File: src/nlps_pkg.sv
// Shared types and constants for the nearest location point search block.
// Holds table sizing, field widths, command and status codes and the
// structs passed between the sequencer, the point RAM and the distance unit.
`default_nettype none

package nlps_pkg;

   // Table sizing and coordinate width
   localparam int TABLE_DEPTH = 256;
   localparam int COORD_BITS  = 18;

   localparam int IDX_BITS  = (TABLE_DEPTH > 1) ? $clog2(TABLE_DEPTH) : 1;
   localparam int CNT_BITS  = $clog2(TABLE_DEPTH + 1);
   localparam int MAG_BITS  = COORD_BITS + 1;
   localparam int DIST_BITS = 2 * COORD_BITS + 2;

   // Fixed widths of the result fields
   localparam int STATUS_FIELD_BITS = 2;
   localparam int INDEX_FIELD_BITS  = 8;
   localparam int DIST_FIELD_BITS   = 38;
   localparam int COUNT_FIELD_BITS  = 9;
   localparam int CMD_FIELD_BITS    = 2;

   // Stream data widths, padded to whole bytes
   localparam int REQ_DATA_BITS = ((3 * COORD_BITS + 7) / 8) * 8;
   localparam int RSP_DATA_BITS =
      ((INDEX_FIELD_BITS + DIST_FIELD_BITS + COUNT_FIELD_BITS + 7) / 8) * 8;

   typedef enum logic [CMD_FIELD_BITS-1:0] {
      CMD_CLEAR = 2'd0,
      CMD_ADD   = 2'd1,
      CMD_QUERY = 2'd2
   } cmd_type;

   typedef enum logic [STATUS_FIELD_BITS-1:0] {
      ST_OK    = 2'd0,
      ST_FULL  = 2'd1,
      ST_EMPTY = 2'd2
   } status_type;

   typedef enum logic [1:0] {
      AXIS_X = 2'd0,
      AXIS_Y = 2'd1,
      AXIS_Z = 2'd2
   } axis_type;

   typedef logic signed [COORD_BITS-1:0] coord_type;
   typedef logic [IDX_BITS-1:0]          idx_type;
   typedef logic [CNT_BITS-1:0]          cnt_type;
   typedef logic [DIST_BITS-1:0]         dist_type;

   typedef struct packed {
      coord_type z;
      coord_type y;
      coord_type x;
   } point_type;

   // One axis step handed to the distance unit
   typedef struct packed {
      logic    valid;
      logic    first;
      logic    last;
      logic    closing;
      idx_type idx;
   } feed_type;

   // Marks that the squared distance of one entry is finished
   typedef struct packed {
      logic    valid;
      logic    closing;
      idx_type idx;
   } dout_type;

   typedef struct packed {
      status_type                  status;
      logic [INDEX_FIELD_BITS-1:0] index;
      logic [DIST_FIELD_BITS-1:0]  distance;
      logic [COUNT_FIELD_BITS-1:0] count;
   } res_type;

endpackage

`default_nettype wire

File: src/nlps_dist_unit.sv
// Shared subtract, square and accumulate unit, one axis per cycle.
// Three register stages: magnitude of difference, square, running sum.
// Depends on nlps_pkg for widths and the feed and result structs.
`default_nettype none

module nlps_dist_unit (
   input  wire                 clock,
   input  wire                 reset,
   input  nlps_pkg::feed_type  feed,
   input  nlps_pkg::coord_type q_coord,
   input  nlps_pkg::coord_type t_coord,
   output nlps_pkg::dout_type  dout,
   output nlps_pkg::dist_type  acc_dist
);
   import nlps_pkg::*;

   logic signed [COORD_BITS:0] diff;
   logic [MAG_BITS-1:0]        mag_in;
   logic [MAG_BITS-1:0]        mag_ff;
   feed_type                   s1_ff;
   dist_type                   sq_in;
   dist_type                   sq_ff;
   feed_type                   s2_ff;
   dist_type                   acc_in;
   dist_type                   acc_ff;
   dout_type                   dout_in;
   dout_type                   dout_ff;

   // Difference magnitude of one axis
   always_comb begin
      diff   = {q_coord[COORD_BITS-1], q_coord} - {t_coord[COORD_BITS-1], t_coord};
      mag_in = diff[COORD_BITS] ? (~diff + 1'b1) : diff;
   end

   // Square and accumulate; the last axis closes the entry
   always_comb begin
      sq_in         = DIST_BITS'(mag_ff) * DIST_BITS'(mag_ff);
      acc_in        = (s2_ff.first ? '0 : acc_ff) + sq_ff;
      dout_in.valid   = s2_ff.valid && s2_ff.last;
      dout_in.closing = s2_ff.closing;
      dout_in.idx     = s2_ff.idx;
   end

   always_ff @(posedge clock) begin
      if (reset) begin
         s1_ff.valid   <= 1'b0;
         s2_ff.valid   <= 1'b0;
         dout_ff.valid <= 1'b0;
      end else begin
         s1_ff   <= feed;
         s2_ff   <= s1_ff;
         dout_ff <= dout_in;
         if (s2_ff.valid) begin
            acc_ff <= acc_in;
         end
      end
      mag_ff <= mag_in;
      sq_ff  <= sq_in;
   end

   assign dout     = dout_ff;
   assign acc_dist = acc_ff;

endmodule

`default_nettype wire

File: config.mk
export PLATFORM = sky130hd
export DESIGN_NAME = nlps_dist_unit
export DESIGN_NICKNAME = d
export VERILOG_FILES = /design/src/nlps_pkg.sv /design/src/nlps_dist_unit.sv
export SDC_FILE = /design/constraint.sdc
export NUM_CORES = 1
export LEC_CHECK = 0
export BUFFER_PORTS_ARGS = -buffer_cell sky130_fd_sc_hd__clkbuf_2
export CAP_MARGIN = 20
export CORE_MARGIN = 1.5
export CORE_UTILIZATION = 38
export CTS_CLUSTER_SIZE = 40
export DETAILED_ROUTE_END_ITERATION = 12
export GPL_ROUTABILITY_DRIVEN = 0
export PLACE_DENSITY = 0.65
export SLEW_MARGIN = 0
export SYNTH_ARGS = -nofsm -noshare
export SYNTH_HDL_FRONTEND = slang
export SYNTH_SLANG_ARGS = --single-unit
File: constraint.sdc
create_clock -name clock -period 5.8 [get_ports clock]
set_clock_uncertainty 0.1 [all_clocks]
set_input_delay 0.29 -clock clock [delete_from_list [all_inputs] [get_ports clock]]
set_output_delay 0.29 -clock clock [all_outputs]
set_load 0.01 [all_outputs]
## Word-level counts from Yosys, hierarchy flattened

Cells that the tools add are included.
Widths: inputs -> output; s select.

| storage, ports and cells | value |
|---|---|
| bits in registers | 129 |
| bits of input ports | 50 |
| word-level logic and storage cells | 27 |

| operators by class | value |
|---|---|
| multiplexer cells | 2 |
| add/sub/neg operators | 3 |
| reductions and logical operators | 2 |
| $mul | 1 |
| bitwise logic cells | 2 |

Operators by type and width:

| kind | count |
|---|---|
| $add 38x38->38 | 1 |
| $mul 19x19->38 | 1 |
| $mux 38 | 1 |
| $add 19x1->19 const B | 1 |
| $not 19->19 | 1 |
| $sub 18x18->19 | 1 |
| $mux 18 | 1 |
| $reduce_and 2->1 | 1 |
| $logic_and 1x1->1 | 1 |
| $not 1->1 | 1 |

## Logic depth before layout (Yosys ltp)

Gate-level depths: netlist of the first run.

| depth | value |
|---|---|
| word-level depth | 4 |
| depth in mapped cells | 26 |
| depth with buffers taken out | 23 |

## Worst setup path after synthesis of the first run

OpenSTA, ideal clock, no wires.

| timing path | value |
|---|---|
| kind | reg2reg |
| start | reg mag_ff[7] |
| end | reg sq_ff[35] |
| setup time | 0.122 ns |
| buffers on the path | 3 |
| setup slack | -0.597 ns |
| period minus slack after synthesis | 6.397 ns |
| stages on the path, launching flop included | 25 |
| arrival time | 6.175 ns |
| path through | dfxtp_1 -> clkbuf_1 -> clkbuf_1 -> nand2_1 -> fa_1 -> inv_1 -> fa_1 -> inv_1 -> fa_1 -> inv_1 -> fa_1 -> fa_1 -> inv_1 -> fa_1 -> inv_1 -> ha_1 -> clkbuf_1 -> nand4_1 -> or3_1 -> nand3b_1 -> o211ai_1 -> o211ai_1 -> a31oi_1 -> nor4_1 -> a311o_1 |

| between the ends | value |
|---|---|
| longest elaborated chain between the ends | 1 |

Ends and longest elaborated chain:

| element | line | RTL |
|---|---|---|
| start, declared | nlps_dist_unit.sv:19 | `logic [MAG_BITS-1:0] mag_ff;` |
| start signal, assigned | nlps_dist_unit.sv:57 | `mag_ff <= mag_in;` |
| $mul 19x19->38 | nlps_dist_unit.sv:37 | `sq_in = DIST_BITS'(mag_ff) * DIST_BITS'(mag_ff);` |
| named net sq_in[35] | nlps_dist_unit.sv:21 | `dist_type sq_in;` |
| end signal, assigned | nlps_dist_unit.sv:58 | `sq_ff <= sq_in;` |
| end, declared | nlps_dist_unit.sv:22 | `dist_type sq_ff;` |

The timed path passes the listed nets, and every way through them passes these cells.
A chain may end at the register's enable or synchronous reset.

## Worst setup path after layout of the first run

| timing path | value |
|---|---|
| start | reg mag_ff[16] |
| end | reg sq_ff[35] |

Same word-level chain as after synthesis.

==> results of run 1 <==
[metal layers]
layer  routed length [µm]  vias to the layer above  track usage [%]
li1                     -                     6284                -
met1                17950                     6224            22.76
met2                19410                      321            31.09
met3                 1583                       59            2.284
met4                  860                        0            5.845
met5                    0                        -                0
[worst max-delay path by stage]
stage | startpoint | to | slack, ns | depth (start not counted)
5_1_grt | mag_ff[5] | sq_ff[35] | -0.54 | 22
6_report | mag_ff[16] | sq_ff[35] | -0.31 | 20
3_3_place_gp | mag_ff[13] | sq_ff[35] | -0.38 | 19
2_1_floorplan | mag_ff[7] | sq_ff[35] | -0.05 | 24
3_5_place_dp | mag_ff[15] | sq_ff[35] | -0.66 | 19
4_1_cts | mag_ff[5] | sq_ff[37] | -0.24 | 22
[stage by stage]
step | worst slack [ns] | cells | util, %
5_1_grt | -0.5403 | 2671 | 47.68
2_1_floorplan | -0.04794 | 1795 | -
6_report | -0.3113 | 2671 | 47.68
3_3_place_gp | -0.3836 | 2592 | 43.91
4_1_cts | -0.2428 | 2655 | 46.67
3_5_place_dp | -0.6557 | 2592 | 43.91
[worst min-delay path, stage by stage]
cell and delay [ns]:
clkbuf_2 0.08, ha_1 0.17, inv_1 0.05
[repair_timing]
| item | CTS | global route |
|---|---|---|
| hold endpoints to repair | 13 | 0 |
| setup buffers | 17 | 13 |
| endpoints found under the setup margin | 18 | 18 |
| gates resized for setup | 84 | 75 |
| pin swaps | 54 | 36 |
| gates cloned | 0 | 0 |
| hold buffers | 14 | 0 |
[cell usage in the layout (no fill, tap or decap), types with 13 or more instances in the layout]
cell type | synthesis | layout
a21o_1 | 37 | 37
a21oi_1 | 83 | 72
and2_1 | 67 | 57
buf_4 | 0 | 173
buf_6 | 0 | 13
clkbuf_16 | 0 | 17
clkbuf_2 | 1 | 97
dfxtp_1 | 59 | 45
dlygate4sd3_1 | 0 | 14
edfxtp_1 | 69 | 69
fa_1 | 249 | 233
fa_2 | 0 | 16
ha_1 | 177 | 160
ha_4 | 0 | 16
inv_1 | 399 | 382
inv_2 | 0 | 15
nand2_1 | 152 | 134
nand2b_1 | 13 | 13
nand3_1 | 19 | 17
nor2_1 | 50 | 46
nor2b_1 | 50 | 49
nor3_1 | 18 | 17
o21ai_0 | 37 | 29
xnor2_1 | 71 | 69
xor2_1 | 33 | 33
[area by class of cell]
class,instances,share of cell area (%)
Clock buffer,20,2.123
Clock inverter,12,0.6363
Inverter,399,7.148
Multi-Input combinational cell,1213,60.12
Sequential cell,128,15.68
Tap cell,592,3.521
Timing Repair Buffer,307,10.77
[sequential cells by signal (all words and copies together), names as in the netlist]
register,cells
mag_ff,19
dout,10
sq_ff,37
acc_dist,38
dout_in,9
s1_ff,12
s2_ff,3
[synth_stat cells, drive strengths merged, types with 3 or more instances]
master   number
a31o          3
a221oi        3
nand3        19
o31ai         4
mux2i         3
nand3b        4
nand4         8
or2           5
nor3         18
a21o         38
inv         399
and2         67
ha          177
clkbuf       53
or3           5
o21ai        39
a31oi        16
xor2         33
nand2       152
a41oi         5
a21oi        83
o21a          5
a32oi         3
dfxtp        59
and3          7
nor2b        50
o21bai       10
o311ai        3
nor2         50
nor4          4
o211ai       12
a211oi       11
a2111oi       7
o311a         3
nand2b       13
o221ai        3
edfxtp       69
fa          249
xnor2        71
[cell families (layout without fill, tap and decap cells)]
group | Yosys count | in the layout | synth area share [%]
AOI/OAI and AO/OA | 264 | 264 | 10.40
and+or+nand+nor | 414 | 414 | 12.25
muxes | 5 | 5 | 0.3098
DFF | 128 | 128 | 19.18
adders and majority gates | 426 | 426 | 42.44
buffers and inverters | 454 | 738 | 10.06
xor gates and xnor gates | 104 | 104 | 5.369
==> out/results.txt, run 1 <==
status: finished with violations
failing checks: negative setup slack
Crit path required time: 6.00 ns
beginning of the worst hold path: t_coord[0]
FP Rows: 77
largest net degree at the start of global routing: 40
Cell Area, Synth: 0.01697 mm²
CTS tree: built
Post-DP Area: 0.01938 mm²
Syn Inst Count: 1795
syn nets: 2271
largest area contributor in the netlist: fa_1
Crit path largest cell delay: 0.61 ns
Buf/Inv on CP: 4
total number of vias: 12890
Max Clock Freq: 0.1636 GHz
hold endpoint: mag_ff[0]
GRT Total Usage: 17.79%
clk slew on worst S/H paths: 0.06 ns
Most common cell on crit path: fa_1
flip-flop and latch area: 0.003298 mm²
maximum fanout along the worst path: 9
setup repair after global routing missed its margin: true
Synth top area share: 29.38%
Hold Path Stages: 3
Yosys cell types: 75
# IOs: 98
Area Growth Syn to Fin: 24.01%
drt first pass iters: 5
clock tree buffer depth: 2
Worst setup SP type: flop
root buffer cell: clkbuf_16
r2r setup slk: -0.31 ns
Avg Inst Size Synth: 9.451 µm²
Hold Crit Class: in -> reg
slowest library cell on the worst path: fa_1
Top delay family on crit path: adder cells
Post-Route Setup TNS: -1.181 ns
#FFs+latches synth: 128
Die X: 214.3 µm
Via density: 4.825
number of synthesized flops with an enable pin: 69
Nets: 2542
PnR worst setup slack: -0.3113 ns
DIE HEIGHT: 214.3 µm
Setup crit end kind: flop
dpl hpwl: 31700 µm
ant diodes: 0
CTS buffer count: 17
footprint of the multi-input gates: 0.01265 mm²
FILL cells: 4073
Post-synth top flop: edfxtp_1
Worst-Skew Late Latency: 0.43 ns
async set-reset flop share out of synthesis: 0%
WL/cell: 14.90 µm
synth top area cells: fa_1 (29%), ha_1 (13%), edfxtp_1 (12%)
share of cells above drive strength 1: 22.80%
Seq/Total Area, Yosys: 19.18%
Routed WL: 39800 µm
Slew headroom: 28.59%
drc violations: 0
pins over their slew limit: 0
Setup Viol. Count Final: 8
CP arrival: 6.32 ns
initial antenna violation count: 0
Hold WS: 0.1093 ns
number of global-route vias before repair: 13840
Starting Density: 38.45%
IO buf count: 97
cells on worst reg2reg path: 20
worst reg2reg path startpoint: mag_ff[16]
# Max-Cap Violations: 0
global route overflow: 0
final period utilization: 105.4%
core footprint: 0.04412 mm²
fin area: 0.02104 mm²
DIE AREA: 0.04592 mm²
Routed Antenna Nets: 0
Initial DRC Count: 717
RR Endpoint: sq_ff[35]
first-pass GRT wire length: 66740 µm
CTS Sinks: 128
crit path kind: reg -> reg
H-tree depth: 4
Tightest Pin Transition: 1.056 ns
crit-path cells: nand2_1, fa_1, inv_1, fa_1, fa_1, fa_1, fa_1, inv_1, fa_1, inv_2, ha_4, nand4_1, or3_4, nand3b_1, o211ai_1, buf_4, o211ai_1, a31oi_2, nor4_2, a311o_1
Yosys Warn Count: 0
Final Hold Fails: 0
Final Critical Period: 6.111 ns
Power of run 1 is left out: the tool's default activity adds up to more than one toggle a clock period on the data nets, which glitch-free logic cannot reach.
==> inputs of run 2 (changes only) <==
--- a/config.mk
+++ b/config.mk
@@ -7,6 +7,7 @@
 export LEC_CHECK = 0
 export BUFFER_PORTS_ARGS = -buffer_cell sky130_fd_sc_hd__clkbuf_2
 export CAP_MARGIN = 20
+export CORE_ASPECT_RATIO = 1.5
 export CORE_MARGIN = 1.5
 export CORE_UTILIZATION = 38
 export CTS_CLUSTER_SIZE = 40
==> run 2 against run 1 <==
Against the previous run:
- the run still ends with negative setup slack left
- sequential share of layout area shrank 0.25 points
- utilization grew 1.0 points
- clock-buffer cell count shrank 3
- setup slack gained 0.013 ns
- worst hold slack gained 0.0017 ns
==> out/results.txt, run 2 (synthesized netlist as in run 1, its figures left out) <==
status: finished with violations
failing checks: negative setup slack
drt first pass iters: 5 (unchanged)
Post-DP Area: 0.01941 mm² (+0.19%)
Starting Density: 38.57% (+0.12 points)
Max Clock Freq: 0.1640 GHz (+0.21%)
# IOs: 98 (unchanged)
footprint of the multi-input gates: 0.01268 mm² (+0.24%)
CTS tree: built
FILL cells: 3971 (-2.5%)
global route overflow: 0 (unchanged)
clk slew on worst S/H paths: 0.07 ns (about the same)
DIE AREA: 0.04595 mm² (about the same)
Via density: 4.886 (+1.3%)
Final Critical Period: 6.099 ns (-0.01262 ns)
fin area: 0.02142 mm² (+1.8%)
core footprint: 0.04399 mm² (-0.31%)
Hold Crit Class: in -> reg
flip-flop and latch area: 0.003303 mm² (+0.15%)
Tightest Pin Transition: 1.126 ns (+0.06918 ns)
commonest non-fill, non-tap cells in the layout: inv_1 (378), fa_1 (231), buf_4 (184)
Final Hold Fails: 0 (unchanged)
clock tree buffer depth: 2 (unchanged)
max reg flops: 38 (unchanged)
share of cells above drive strength 1: 24.30% (+1.5 points)
largest net degree at the start of global routing: 32 (-20%)
Worst-Skew Late Latency: 0.45 ns (+0.02 ns)
initial antenna violation count: 0 (unchanged)
Hold WS: 0.1110 ns (+0.001717 ns)
WL/cell: 15.51 µm (+4.1%)
maximum fanout along the worst path: 6 (-3)
Area Growth Syn to Fin: 26.25%
crit-path cells: buf_12, buf_8, nand2_2, buf_4, fa_1, inv_1, fa_1, fa_1, fa_1, fa_1, inv_2, fa_1, inv_2, ha_4, nand4_1, or3_4, nand3b_1, o211ai_1, o211ai_1, buf_4, a31oi_4, nor4_2, a311o_1
first-pass GRT wire length: 68200 µm (+2.2%)
FP Rows: 94 (+22%)
most common cell after layout, fill and taps aside: inv_1
Worst setup SP type: flop
pins over their slew limit: 0 (unchanged)
IO buf count: 97 (unchanged)
Crit path required time: 6.02 ns (+0.02 ns)
CTS buffer count: 17 (unchanged)
ant diodes: 0 (unchanged)
PnR worst setup slack: -0.2987 ns (+0.01262 ns)
crit path kind: reg -> reg
Die X: 175.5 µm (-18%)
Initial DRC Count: 599 (-16%)
root buffer cell: clkbuf_16
Crit path largest cell delay: 0.55 ns (-0.06 ns)
Routed WL: 41560 µm (+4.4%)
CTS Sinks: 128 (unchanged)
total number of vias: 13090 (+1.6%)
DIE HEIGHT: 261.8 µm (+22%)
slowest library cell on the worst path: fa_1
CP arrival: 6.31 ns (about the same)
number of global-route vias before repair: 14270 (+3.1%)
H-tree depth: 4 (unchanged)
Slew headroom: 23.91% (-4.7 points)
Nets: 2566 (+0.94%)
Setup Viol. Count Final: 11 (+3)
setup repair after global routing missed its margin: true
final period utilization: 105.1% (-0.22 points)
Routed Antenna Nets: 0 (unchanged)
dpl hpwl: 32590 µm (+2.8%)
Most common cell on crit path: fa_1
Setup crit end kind: flop
# Max-Cap Violations: 0 (unchanged)
drc violations: 0 (unchanged)
GRT Total Usage: 18.60% (+0.81 points)
==> run 2: cell count changes in the layout (fill, tap and decap cells not counted), sizes merged <==
cell         delta
bufinv          +2
clkinvlp        -1
clkbuf          -2
dlygate4sd3     -1
inv             +4
buf            +24
clkinv          -2
==> run 2: timing repair <==
action	in CTS	in global routing
setup buffers	30	20
resized for setup	105	81
hold endpoints to repair	13	0
cloned	2	1
pin swaps	65	46
hold buffers	13	0
setup endpoints to repair	19	20
==> run 2: worst paths after layout <==
check | start | to | slack, ns | depth (start not counted)
worst max-delay path | mag_ff[3] | sq_ff[35] | -0.30 | 23
worst min-delay path | t_coord[0] | mag_ff[0] | 0.11 | 3
worst max register to register | mag_ff[3] | sq_ff[35] | -0.30 | 23
worst min register to register | dout_in[5] | dout[5] | 0.32 | 0
==> run 2: layout make-up <==
type	count	area share, %
inverters	399	7.028
well taps	576	3.365
flip-flops and latches	128	15.42
multi-input cells	1213	59.20
clock inverters	15	1.046
clock buffers	17	1.986
repair buffers	331	11.95
==> run 2: worst max-delay path: cells and delay by family (launching register included) <==
kind / cells / cell delay [ns]
AO/OA/AOI/OAI: 4 / 0.78
adder cells (fa/ha/maj): 7 / 3.24
AND/OR/NAND/NOR: 5 / 0.79
buffers and inverters: 7 / 0.74
flip-flops: 1 / 0.34
==> run 2: per-stage QoR <==
stage	util (%)	worst slack, ns	setup TNS [ns]	instances
2_1_floorplan	-	-0.04794	-0.04794	1795
3_3_place_gp	44.09	-0.3904	-3.088	2581
3_5_place_dp	44.14	-0.4921	-4.553	2582
4_1_cts	47.45	-0.1390	-0.6165	2657
5_1_grt	48.69	-0.4612	-3.897	2679
6_report	48.69	-0.2987	-1.352	2679
==> run 2: per-layer routing <==
layer	share of wire, %	track usage [%]	vias to the layer above
li1	-	-	6316
met4	4.6	8.523	0
met3	2.9	1.910	90
met2	54	35.85	314
met1	39	20.38	6369
met5	0	0	-
Power of run 2 is left out for the same reason.
